`src/sft_pkg.sv`:
```
`default_nettype none
package sft_pkg;
	localparam int unsigned TableEntries = 256;
	localparam int unsigned MaxReportRows = 64;
	localparam int unsigned IdxW = $clog2(TableEntries);
	localparam int unsigned UsedW = $clog2(TableEntries + 1);
	localparam logic [6:0] TopCountReset = 7'd10;
	localparam logic OpRecord = 1'b0;
	localparam logic OpReport = 1'b1;

	typedef struct packed {
		logic [23:0] key;
		logic [63:0] reg_low;
		logic [7:0]  reg_high;
		logic [31:0] count;
	} entry_t;

	typedef struct packed {
		logic        opcode;
		logic [23:0] address_key;
		logic [63:0] reg_low_bytes;
		logic [7:0]  reg_high_byte;
		logic        reg_present;
	} in_item_t;

	typedef struct packed {
		logic        row_valid;
		logic [5:0]  rank;
		logic [23:0] ranked_key;
		logic [63:0] ranked_reg_low;
		logic [7:0]  ranked_reg_high;
		logic [31:0] sighting_total;
		logic        last_row;
	} out_item_t;

	// one request travels down the chain of cells
	typedef struct packed {
		logic   match;    // find matching key / best count
		logic   sel;      // selection pass
		logic   found;
		logic [IdxW-1:0] pos;
		entry_t ent;
	} probe_t;
endpackage
`default_nettype wire

```
`src/sft_cell.sv`:
```
`default_nettype none
// one table slot; probe runs through, compares, and hands on
module sft_cell (
	input  wire logic clk,
	input  wire logic arst_n,
	input  wire logic [sft_pkg::IdxW-1:0] my_idx,
	input  wire logic active,
	input  wire sft_pkg::probe_t p_in,
	output sft_pkg::probe_t p_out,
	input  wire logic wr_en,
	input  wire sft_pkg::entry_t wr_data,
	output sft_pkg::entry_t ent
);
	sft_pkg::entry_t ent_q;
	sft_pkg::probe_t p_q;
	sft_pkg::probe_t p_d;
	logic hit;
	logic better;

	assign ent = ent_q;
	assign hit = p_in.match && active && !p_in.found && (ent_q.key == p_in.ent.key);
	assign better = p_in.sel && active && (ent_q.count > p_in.ent.count);

	always_comb begin
		p_d = p_in;
		if (hit) begin
			p_d.found = 1'b1;
			p_d.pos = my_idx;
			p_d.ent = ent_q;
		end
		if (better) begin
			p_d.pos = my_idx;
			p_d.ent = ent_q;
		end
	end

	always_ff @(posedge clk) begin
		if (wr_en) begin
			ent_q <= wr_data;
		end
	end

	always_ff @(posedge clk or negedge arst_n) begin
		if (!arst_n) begin
			p_q <= '0;
		end else begin
			p_q <= p_d;
		end
	end
	assign p_out = p_q;
endmodule
`default_nettype wire

```
`config.mk`:
```
export PLATFORM = sky130hd
export DESIGN_NAME = sft_cell
export DESIGN_NICKNAME = d
export VERILOG_FILES = /design/src/sft_pkg.sv /design/src/sft_cell.sv
export SDC_FILE = /design/constraint.sdc
export NUM_CORES = 1
export LEC_CHECK = 0
export ABC_AREA = 1
export BUFFER_PORTS_ARGS = -buffer_cell sky130_fd_sc_hd__buf_4
export CAP_MARGIN = 20
export CORE_AREA = 3 3 212 214
export DETAILED_ROUTE_END_ITERATION = 10
export DIE_AREA = 0 0 215 217
export GPL_ROUTABILITY_DRIVEN = 0
export SYNTH_ARGS = -nofsm -noshare
export SYNTH_HDL_FRONTEND = slang
export SYNTH_SLANG_ARGS = --single-unit
```
`constraint.sdc`:
```
create_clock -name clk -period 1.78 [get_ports clk]
set_input_delay 0.534 -clock clk [delete_from_list [all_inputs] [get_ports clk]]
set_output_delay 0.534 -clock clk [all_outputs]
set_load 0.05 [all_outputs]
```
==> results_dict.tcl, run 1 <==
set metrics [dict create \
    yosysWarnings 0 \
    drc 0 \
    wl_met1_um 19300 \
    critical_path.max_fanout 11 \
    netlist_area_um2 12100 \
    tightest_slew_ns 0.440 \
    rows 76 \
    die_area_um2 46700 \
    crit_chain "ha_1, a21oi_1, nor2_1, nor2_1, nand3_1, a21oi_2, nand2_4, buf_8, bufbuf_16, nand3_1, nand2_1" \
    drt-pass1-iter-count 6 \
    insertion_delay_ns 0.53 \
    cts_made_buffers 34 \
    antenna_found_initial 0 \
    synthCells 1295 \
    powerDensity_nw_per_um2 1010 \
    seqPwrFrac_pct 36.6 \
    fp.dieW_um 215 \
    ir_drop_uv 653 \
    io_buffers 545 \
    rsz0062_at_grt "yes" \
    clkSlewWorstSetupHoldPaths_ns 0.06 \
    drv_slew 0 \
    ys_seq_elements 267 \
    yosysSeqAreaShare_pct 60.3 \
    routed.top_layer "met4" \
    dp_worst_setup_slack_ns -0.649 \
    p_int_mw 13.7 \
    final_nets 2259 \
    worstHoldPathType "in -> reg" \
    cts_root_buf "clkbuf_16" \
    cp_num_buf_inv 2 \
    switchingPower_mw 6.43 \
    ios 546 \
    cts_tree "done" \
    drive_gt1_share_pct 39.7 \
    drv_cap 0 \
    setup.worst_path.end_class "flop" \
    drtIter0Drc 928 \
    die_h_um 217 \
    finalSetupViolations 174 \
    wl_met3_um 3780 \
    cp_slowest_cell "edfxtp_1" \
    vias_per_cell 4.62 \
    grt_max_degree 55 \
    swShare_pct 31.9 \
    grt_usage_pct 20.1 \
    maxSlewHeadroom_pct 70.7 \
    outcome "complete, but fails checks" \
    grt_pass1_wl_um 72300 \
    path_class "reg -> reg" \
    clock_skew_ns 0.0252 \
    ant_nets 0 \
    clockBufferDepth 3 \
    n_antenna_cell 0 \
    coreArea_um2 43100 \
    crit_required_ns 2.20 \
    timing.final.crit_share_pct 120 \
    hpwl_um 35400 \
    combPwrFrac_pct 26.5 \
    fill_cells 4121 \
    synthDistinctLibCells 24 \
    hold_viol 0 \
    fin_crit_ns 2.13 \
    cpPeakStageDelay_ns 0.39 \
    crit_family "simple AND/OR/NAND/NOR gates" \
    start_util_pct 28.2 \
    vias 11800 \
    p_clk_share_pct 36.9 \
    wl_per_cell_um 19.4 \
    area_delta_synth_final_pct 63.9 \
    arrival_ns 2.55 \
    totalWireLength_um 49600 \
    leakagePower_nw 10.0 \
    htree_levels 2 \
    syn-num-nets 1606 \
    met2_length_um 25100 \
    worst_slack_ns -0.353 \
    cts.sinks 267 \
    gr-total-overflow 0 \
    violations "negative setup slack" \
    final_core_util_pct 46.2 \
    grt_pass1_vias 11700 \
    worstSetupStartpointType "flop" \
    synth_area_per_cell_um2 9.37 \
    clock.fmax_mhz 469 \
]
[power groups by stage]
stage	combinational (mW)	clock [mW]	sequential (mW)
2_1_floorplan	0.853	0	9.30
3_3_place_gp	4.90	0	7.47
3_5_place_dp	4.94	0	7.48
4_1_cts	5.25	7.62	7.37
5_1_grt	5.62	7.85	7.42
6_report	5.34	7.42	7.37
[final timing paths]
| kind | start | endpoint | slack (ns) | depth (start not counted) |
|---|---|---|---|---|
| worst max-delay path | ent[21] | p_out[27] | -0.35 | 11 |
| worst min-delay path | p_in[137] | p_out[137] | 0.14 | 1 |
| worst max register to register | ent[21] | p_out[27] | -0.35 | 11 |
| worst min register to register | ent[32] | p_out[32] | 0.54 | 2 |
| max in group asynchronous | arst_n | p_out[5] | 0.67 | 3 |
| min in group asynchronous | arst_n | p_out[132] | 0.52 | 2 |
[metal layers]
layer  vias to the layer above  global-route usage, %
met5                         -                      0
met4                         0                   7.27
met3                        87                   4.72
met2                       511                   34.9
met1                      5668                   24.6
li1                       5555                      -
[cells by family (layout without fill, tap and decap cells)]
logic type / count (synthesis) / count (layout) / share of synthesized area, %
adder cells (fa/ha/maj): 32 / 32 / 3.30
buffers and inverters: 128 / 806 / 5.61
flip-flops: 267 / 267 / 60.3
AND/OR/NAND/NOR: 827 / 827 / 28.4
AO/OA/AOI/OAI: 20 / 20 / 0.866
XOR/XNOR: 21 / 21 / 1.52
[per-stage QoR]
stage               cell area (µm²)  TNS (ns)  hold slack, ns  total power, mW  instances
finish                        19900    -43.03           0.139             20.1       2558
detailed placement            17800    -78.91           0.499             12.4       2476
CTS                           19600    -47.57          0.0961             20.2       2552
global placement              17800    -77.10           0.496             12.4       2476
global route                  19900    -62.38           0.115             20.9       2558
floorplan                     12200    -48.82           0.238             10.2       1295
[repair_timing]
action	CTS	global route
gates resized for setup	72	54
endpoints found under the setup margin	202	207
buffers inserted	6	6
gates cloned	8	2
hold buffers	1	0
hold endpoints to repair	31	0
pin swaps	11	9
[synthesized netlist by cell type]
| cell type | n | area (µm²) |
|---|---|---|
| a21o_1 | 1 | 7.51 |
| a21oi_1 | 13 | 65.1 |
| buf_1 | 9 | 33.8 |
| buf_2 | 25 | 125 |
| buf_4 | 13 | 97.6 |
| buf_6 | 16 | 180 |
| clkbuf_1 | 17 | 63.8 |
| dfrtp_1 | 139 | 3480 |
| edfxtp_1 | 128 | 3840 |
| ha_1 | 32 | 400 |
| inv_1 | 47 | 176 |
| inv_2 | 1 | 3.75 |
| nand2_1 | 549 | 2060 |
| nand2_2 | 1 | 6.26 |
| nand2_4 | 1 | 11.3 |
| nand3_1 | 252 | 1260 |
| nand4_1 | 3 | 18.8 |
| nor2_1 | 19 | 71.3 |
| nor2_2 | 2 | 12.5 |
| o21a_1 | 1 | 7.51 |
| o21ai_0 | 2 | 10.0 |
| o21ai_1 | 3 | 15.0 |
| xnor2_1 | 17 | 149 |
| xor2_1 | 4 | 35.0 |
[registers in the layout, summed over array words and instances, names as in the netlist]
register  cells
p_out       139
ent         128
[final cells by class]
| type | instances | area (µm²) | share of cell area [%] |
|---|---|---|---|
| flip-flops and latches | 267 | 7320 | 36.8 |
| repair buffers | 697 | 6160 | 31.0 |
| multi-input cells | 900 | 4290 | 21.6 |
| clock buffers | 49 | 978 | 4.92 |
| well taps | 585 | 732 | 3.68 |
| clock inverters | 12 | 219 | 1.10 |
| inverters | 48 | 183 | 0.919 |
[placed cells by master, fill, tap and decap left out, types with 2 or more instances in the layout]
cell type and count:
clkbuf_1 9, ha_4 5, a21oi_2 3, edfxtp_1 128
buf_4 593, buf_6 44, bufinv_16 6, bufbuf_16 2
nand2_2 17, clkbuf_8 5, inv_1 46, nand4_1 3
buf_8 13, buf_16 7, nand2_1 531, clkinvlp_4 2
ha_1 27, a21oi_1 10, clkinv_2 3, xnor2_1 17
nor2_1 16, nor2_2 2, dfrtp_1 139, o21ai_1 4
nor2_4 3, buf_12 35, clkbuf_16 37, xor2_1 4
nand3_1 252, nand2_4 2
No activity file was read; power rests on OpenSTA's default activity.
==> run 2: changes to the inputs <==
--- a/config.mk
+++ b/config.mk
@@ -8,9 +8,9 @@
 export ABC_AREA = 1
 export BUFFER_PORTS_ARGS = -buffer_cell sky130_fd_sc_hd__buf_4
 export CAP_MARGIN = 20
-export CORE_AREA = 3 3 212 214
+export CORE_AREA = 2 2 211 213
 export DETAILED_ROUTE_END_ITERATION = 10
-export DIE_AREA = 0 0 215 217
+export DIE_AREA = 0 0 213 215
 export GPL_ROUTABILITY_DRIVEN = 0
 export SYNTH_ARGS = -nofsm -noshare
 export SYNTH_HDL_FRONTEND = slang
==> run 2 against run 1 <==
- the flow still finishes with violations (negative setup slack)
- setup slack got worse by 0.046 ns
- hold slack got worse by 0.0030 ns
- fmax decreased by 2.1%
- largest power group is now registers
==> results_dict.tcl, run 2 (same netlist as run 1, synthesis figures left out) <==
set metrics [dict create \
    area_delta_synth_final_pct 66.6 \
    worstHoldPathType "in -> reg" \
    timing.final.crit_share_pct 122 \
    placedCellCount 2471 \
    drv_slew 0 \
    fp.dieW_um 213 \
    coreArea_um2 43600 \
    gr-total-overflow 0 \
    clkSlewWorstSetupHoldPaths_ns 0.06 \
    io_buffers 545 \
    cts.sinks 267 \
    cts_root_buf "clkbuf_16" \
    powerDensity_nw_per_um2 981 \
    finalPower_mw 19.8 \
    fin_crit_ns 2.18 \
    dpl_cell_area_um2 17700 \
    hpwl_um 34200 \
    die_area_um2 45800 \
    insertion_delay_ns 0.54 \
    violations "negative setup slack" \
    largest_register_ffs 139 \
    setup.worst_path.end_class "flop" \
    ant_nets 0 \
    tightest_slew_ns 0.490 \
    rsz0062_at_grt "yes" \
    drc 0 \
    arrival_ns 2.60 \
    grt_usage_pct 20.0 \
    r2r_slack_ns -0.40 \
    wl_per_cell_um 18.7 \
    grt_pass1_wl_um 69800 \
    outcome "complete, but fails checks" \
    htree_levels 2 \
    fill_cells 4055 \
    worst_slack_ns -0.399 \
    start_util_pct 27.8 \
    drive_gt1_share_pct 40.1 \
    clockBufferDepth 3 \
    final_area_um2 20200 \
    cts_tree "done" \
    grt_pass1_vias 11700 \
    layout_common_cells "buf_4 (549), nand2_1 (537), nand3_1 (244), dfrtp_1 (139), edfxtp_1 (128)" \
    rows 77 \
    finalSetupViolations 143 \
    drv_cap 0 \
    antenna_found_initial 2 \
    crit_required_ns 2.21 \
    cts_made_buffers 34 \
    layoutNonFillerInstCount 2574 \
    die_h_um 215 \
    maxSlewHeadroom_pct 67.3 \
    leakagePower_nw 10.1 \
    drtIter0Drc 882 \
    ir_drop_uv 757 \
    totalWireLength_um 48100 \
    worstSetupStartpointType "flop" \
    grt_max_degree 84 \
    ios 546 \
    vias_per_cell 4.61 \
    final_common_cell "buf_4" \
    clock_skew_ns 0.0330 \
    vias 11900 \
    critical_path.max_fanout 83 \
    clock.fmax_mhz 459 \
    hold_viol 0 \
    final_nets 2267 \
    path_class "reg -> reg" \
    drt-pass1-iter-count 6 \
]
==> run 2: cell count changes in the layout (fill, tap and decap cells not counted), sizes merged <==
cell / delta
clkinv: +3
buf: +7
bufinv: -5
diode: +2
clkinvlp: -1
clkbuf: +5
bufbuf: -2
==> run 2: timing repair <==
action,CTS,global route
cloned,4,5
pin swaps,12,6
hold endpoints to repair,32,0
hold buffers,1,0
gates resized for setup,173,45
buffers inserted,47,2
setup endpoints to repair,204,201
==> run 2: layout make-up <==
| cell class | instances | area (µm²) | share of cell area [%] |
|---|---|---|---|
| Sequential cell | 267 | 7320 | 36.2 |
| Clock inverter | 9 | 80.1 | 0.396 |
| Timing Repair Buffer | 705 | 6480 | 32.1 |
| Inverter | 48 | 183 | 0.904 |
| Tap cell | 592 | 741 | 3.66 |
| Multi-Input combinational cell | 900 | 4330 | 21.4 |
| Clock buffer | 51 | 1070 | 5.29 |
| Antenna cell | 2 | 5.00 | 0.0248 |
==> run 2: power by group <==
part	leakage [nW]	total [mW]	switching (mW)	internal (mW)
registers	2.89	7.36	0.310	7.05
clock network	0.568	7.03	2.72	4.31
logic	6.69	5.45	3.40	2.04
total	10.1	19.8	6.43	13.4
==> run 2: metal layers <==
| layer | vias up | global-route usage, % | share of wire (%) |
|---|---|---|---|
| met3 | 97 | 5.30 | 8.2 |
| met2 | 581 | 33.4 | 49 |
| met1 | 5610 | 24.6 | 39 |
| li1 | 5578 | - | - |
| met4 | 0 | 7.81 | 3.5 |
| met5 | - | 0 | 0 |
==> run 2: worst max-delay path: stages (launching register included) <==
cell      delay, ns
edfxtp_1       0.44
ha_4           0.30
nand2_1        0.09
nor2_4         0.12
nand4_1        0.15
nor2_4         0.16
nand4_1        0.11
nand2_2        0.10
inv_4          0.07
buf_12         0.19
nand3_1        0.19
nand2_1        0.06
==> run 2: path summary, 6_finish.rpt <==
check	cells after the start	endpoint	start
worst min-delay path	1	p_out[137]	p_in[137]
worst min register to register	2	p_out[36]	ent[36]
worst max register to register	11	p_out[63]	ent[21]
min in group asynchronous	2	p_out[83]	arst_n
max in group asynchronous	3	p_out[16]	arst_n
worst max-delay path	11	p_out[63]	ent[21]
==> run 2: stage by stage <==
step                worst slack (ns)  hold WS [ns]  setup TNS (ns)  util [%]
CTS                           -0.383        0.0951          -46.75      45.5
detailed placement            -0.727         0.492          -89.27      40.6
finish                        -0.399         0.136          -45.18      46.3
global placement              -0.715         0.490          -87.33      40.6
floorplan                     -0.423         0.238          -48.82         -
global route                  -0.493         0.101          -64.10      46.3
==> run 3: changes to the inputs <==
--- a/config.mk
+++ b/config.mk
@@ -8,10 +8,11 @@
 export ABC_AREA = 1
 export BUFFER_PORTS_ARGS = -buffer_cell sky130_fd_sc_hd__buf_4
 export CAP_MARGIN = 20
-export CORE_AREA = 2 2 211 213
+export CORE_AREA = 2 2 210 212
 export DETAILED_ROUTE_END_ITERATION = 10
-export DIE_AREA = 0 0 213 215
+export DIE_AREA = 0 0 212 214
 export GPL_ROUTABILITY_DRIVEN = 0
+export REMOVE_ABC_BUFFERS = 1
 export SYNTH_ARGS = -nofsm -noshare
 export SYNTH_HDL_FRONTEND = slang
 export SYNTH_SLANG_ARGS = --single-unit
==> run 3 against run 2 <==
- the run still ends with negative setup slack left
- cell area up 2.8%
- non-clock buffer count is 18 higher
- via count rose by 2.4%
- hold slack got worse by 0.0082 ns
- critical endpoint is now p_out[9]
- combinational power is 4.0% higher
- final cell count rose by 0.47%
- critical path depth rose by 1
- global-route usage up 1.4 points
- critical path type unchanged
- routed wire length rose by 6.6%
- die area decreased by 0.93%
==> results_dict.tcl, run 3 (same netlist as run 1, synthesis figures left out) <==
set metrics [dict create \
    hold_viol 0 \
    path_class "reg -> reg" \
    clockBufferDepth 3 \
    worst-r2r-cell-count 12 \
    grt_pass1_vias 12300 \
    fill_cells 3905 \
    timing.final.crit_share_pct 125 \
    multiInputGateArea_um2 4720 \
    use_met2_pct 37.0 \
    worst_slack_ns -0.447 \
    start_util_pct 28.3 \
    drv_cap 0 \
    maxSlewHeadroom_pct 66.1 \
    grt_pass1_wl_um 73400 \
    io_buffers 545 \
    worstSetupStartpointType "flop" \
    antenna_found_initial 1 \
    vias 12100 \
    drc 0 \
    cts_tree "done" \
    vias_per_cell 4.70 \
    fp.dieW_um 212 \
    cts_made_buffers 34 \
    critical_path.max_fanout 7 \
    hpwl_um 33700 \
    grt_usage_pct 21.4 \
    totalWireLength_um 51300 \
    layout_common_cells "buf_4 (564), nand2_1 (502), nand3_1 (210), dfrtp_1 (139), edfxtp_1 (128)" \
    ant_nets 0 \
    grt_max_degree 69 \
    insertion_delay_ns 0.53 \
    crit_chain "ha_4, nand2_4, nor2_4, nand4_1, nor2_4, nand4_1, nand2_2, inv_8, buf_12, clkbuf_16, nand3_1, nand2_1" \
    largest_register_ffs 139 \
    clock_skew_ns 0.0175 \
    rows 76 \
    ios 546 \
    cts.sinks 267 \
    arrival_ns 2.64 \
    drv_slew 0 \
    gr-total-overflow 0 \
    grt-busiest-layer "met2" \
    clkSlewWorstSetupHoldPaths_ns 0.06 \
    cts_root_buf "clkbuf_16" \
    final_nets 2286 \
    violations "negative setup slack" \
    worstHoldPathType "in -> reg" \
    clock.fmax_mhz 449 \
    htree_levels 2 \
    powerDensity_nw_per_um2 955 \
    leakagePower_nw 10.3 \
    cp_slowest_cell "edfxtp_1" \
    regArea_um2 7320 \
    drtIter0Drc 761 \
    final_core_util_pct 48.5 \
    cpPeakStageDelay_ns 0.45 \
    area_delta_synth_final_pct 71.3 \
    hold_path_depth 1 \
    gr-usage-met3_pct 5.54 \
    fin_crit_ns 2.23 \
    use_met1_pct 25.0 \
    outcome "complete, but fails checks" \
    finalSetupViolations 149 \
    wl_per_cell_um 19.8 \
    tightest_slew_ns 0.509 \
    n_antenna_cell 0 \
    setup.worst_path.end_class "flop" \
    final_common_cell "buf_4" \
    drt-pass1-iter-count 5 \
    rsz0062_at_grt "yes" \
    drive_gt1_share_pct 43.9 \
    coreArea_um2 42900 \
    die_h_um 214 \
    fin_hold_ws_ns 0.128 \
    ir_drop_uv 666 \
    crit_required_ns 2.19 \
    die_area_um2 45400 \
]
==> run 3: per-layer routing <==
layer  vias to the layer above  wire length, µm
met5                         -                0
li1                       5620                -
met2                       545            26100
met4                         0             1790
met3                       106             3990
met1                      5878            19400
==> run 3: critical path, delay by kind of cell (launching register included) <==
family	cells	cell delay, ns
DFF	1	0.45
and+or+nand+nor	8	0.91
buffers and inverters	3	0.43
adders and majority gates	1	0.31
==> run 3: what timing repair did <==
action | CTS | global route
hold buffers | 1 | 0
endpoints found under the setup margin | 195 | 207
hold endpoints to repair | 28 | 0
buffers inserted | 10 | 52
resized for setup | 106 | 209
cloned | 15 | 4
pin swaps | 11 | 28
==> run 3: cell type report <==
cell class	count	share of cell area [%]
Clock buffer	54	5.15
Clock inverter	8	0.193
Inverter	48	0.903
Multi-Input combinational cell	901	22.7
Sequential cell	267	35.2
Tap cell	585	3.52
Timing Repair Buffer	723	32.3
==> run 3: path summary, 6_finish.rpt <==
| check | start | to | slack (ns) |
|---|---|---|---|
| max | ent[23] | p_out[9] | -0.45 |
| min | p_in[137] | p_out[137] | 0.13 |
| max reg2reg | ent[23] | p_out[9] | -0.45 |
| min reg2reg | ent[51] | p_out[51] | 0.54 |
| max in group asynchronous | arst_n | p_out[0] | 0.67 |
| min in group asynchronous | arst_n | p_out[93] | 0.54 |
==> run 3: stage by stage <==
step                      total power, mW  worst slack (ns)  cells  instance area, µm²  setup TNS (ns)
final                                19.9            -0.447   2586               20800          -54.84
after global routing                 20.6            -0.606   2586               20800          -77.28
after CTS                            19.6            -0.443   2555               19700          -56.21
after detailed placement             12.3            -0.870   2467               17600         -112.80
after global placement               12.2            -0.862   2467               17600         -111.71
after floorplan                      10.1             -4.38   1215               11600         -547.01
==> run 3: where the power goes <==
part,internal [mW],switching [mW],total [mW]
registers,7.05,0.310,7.36
clock network,4.12,2.71,6.83
logic,2.12,3.55,5.67
total,13.3,6.57,19.9
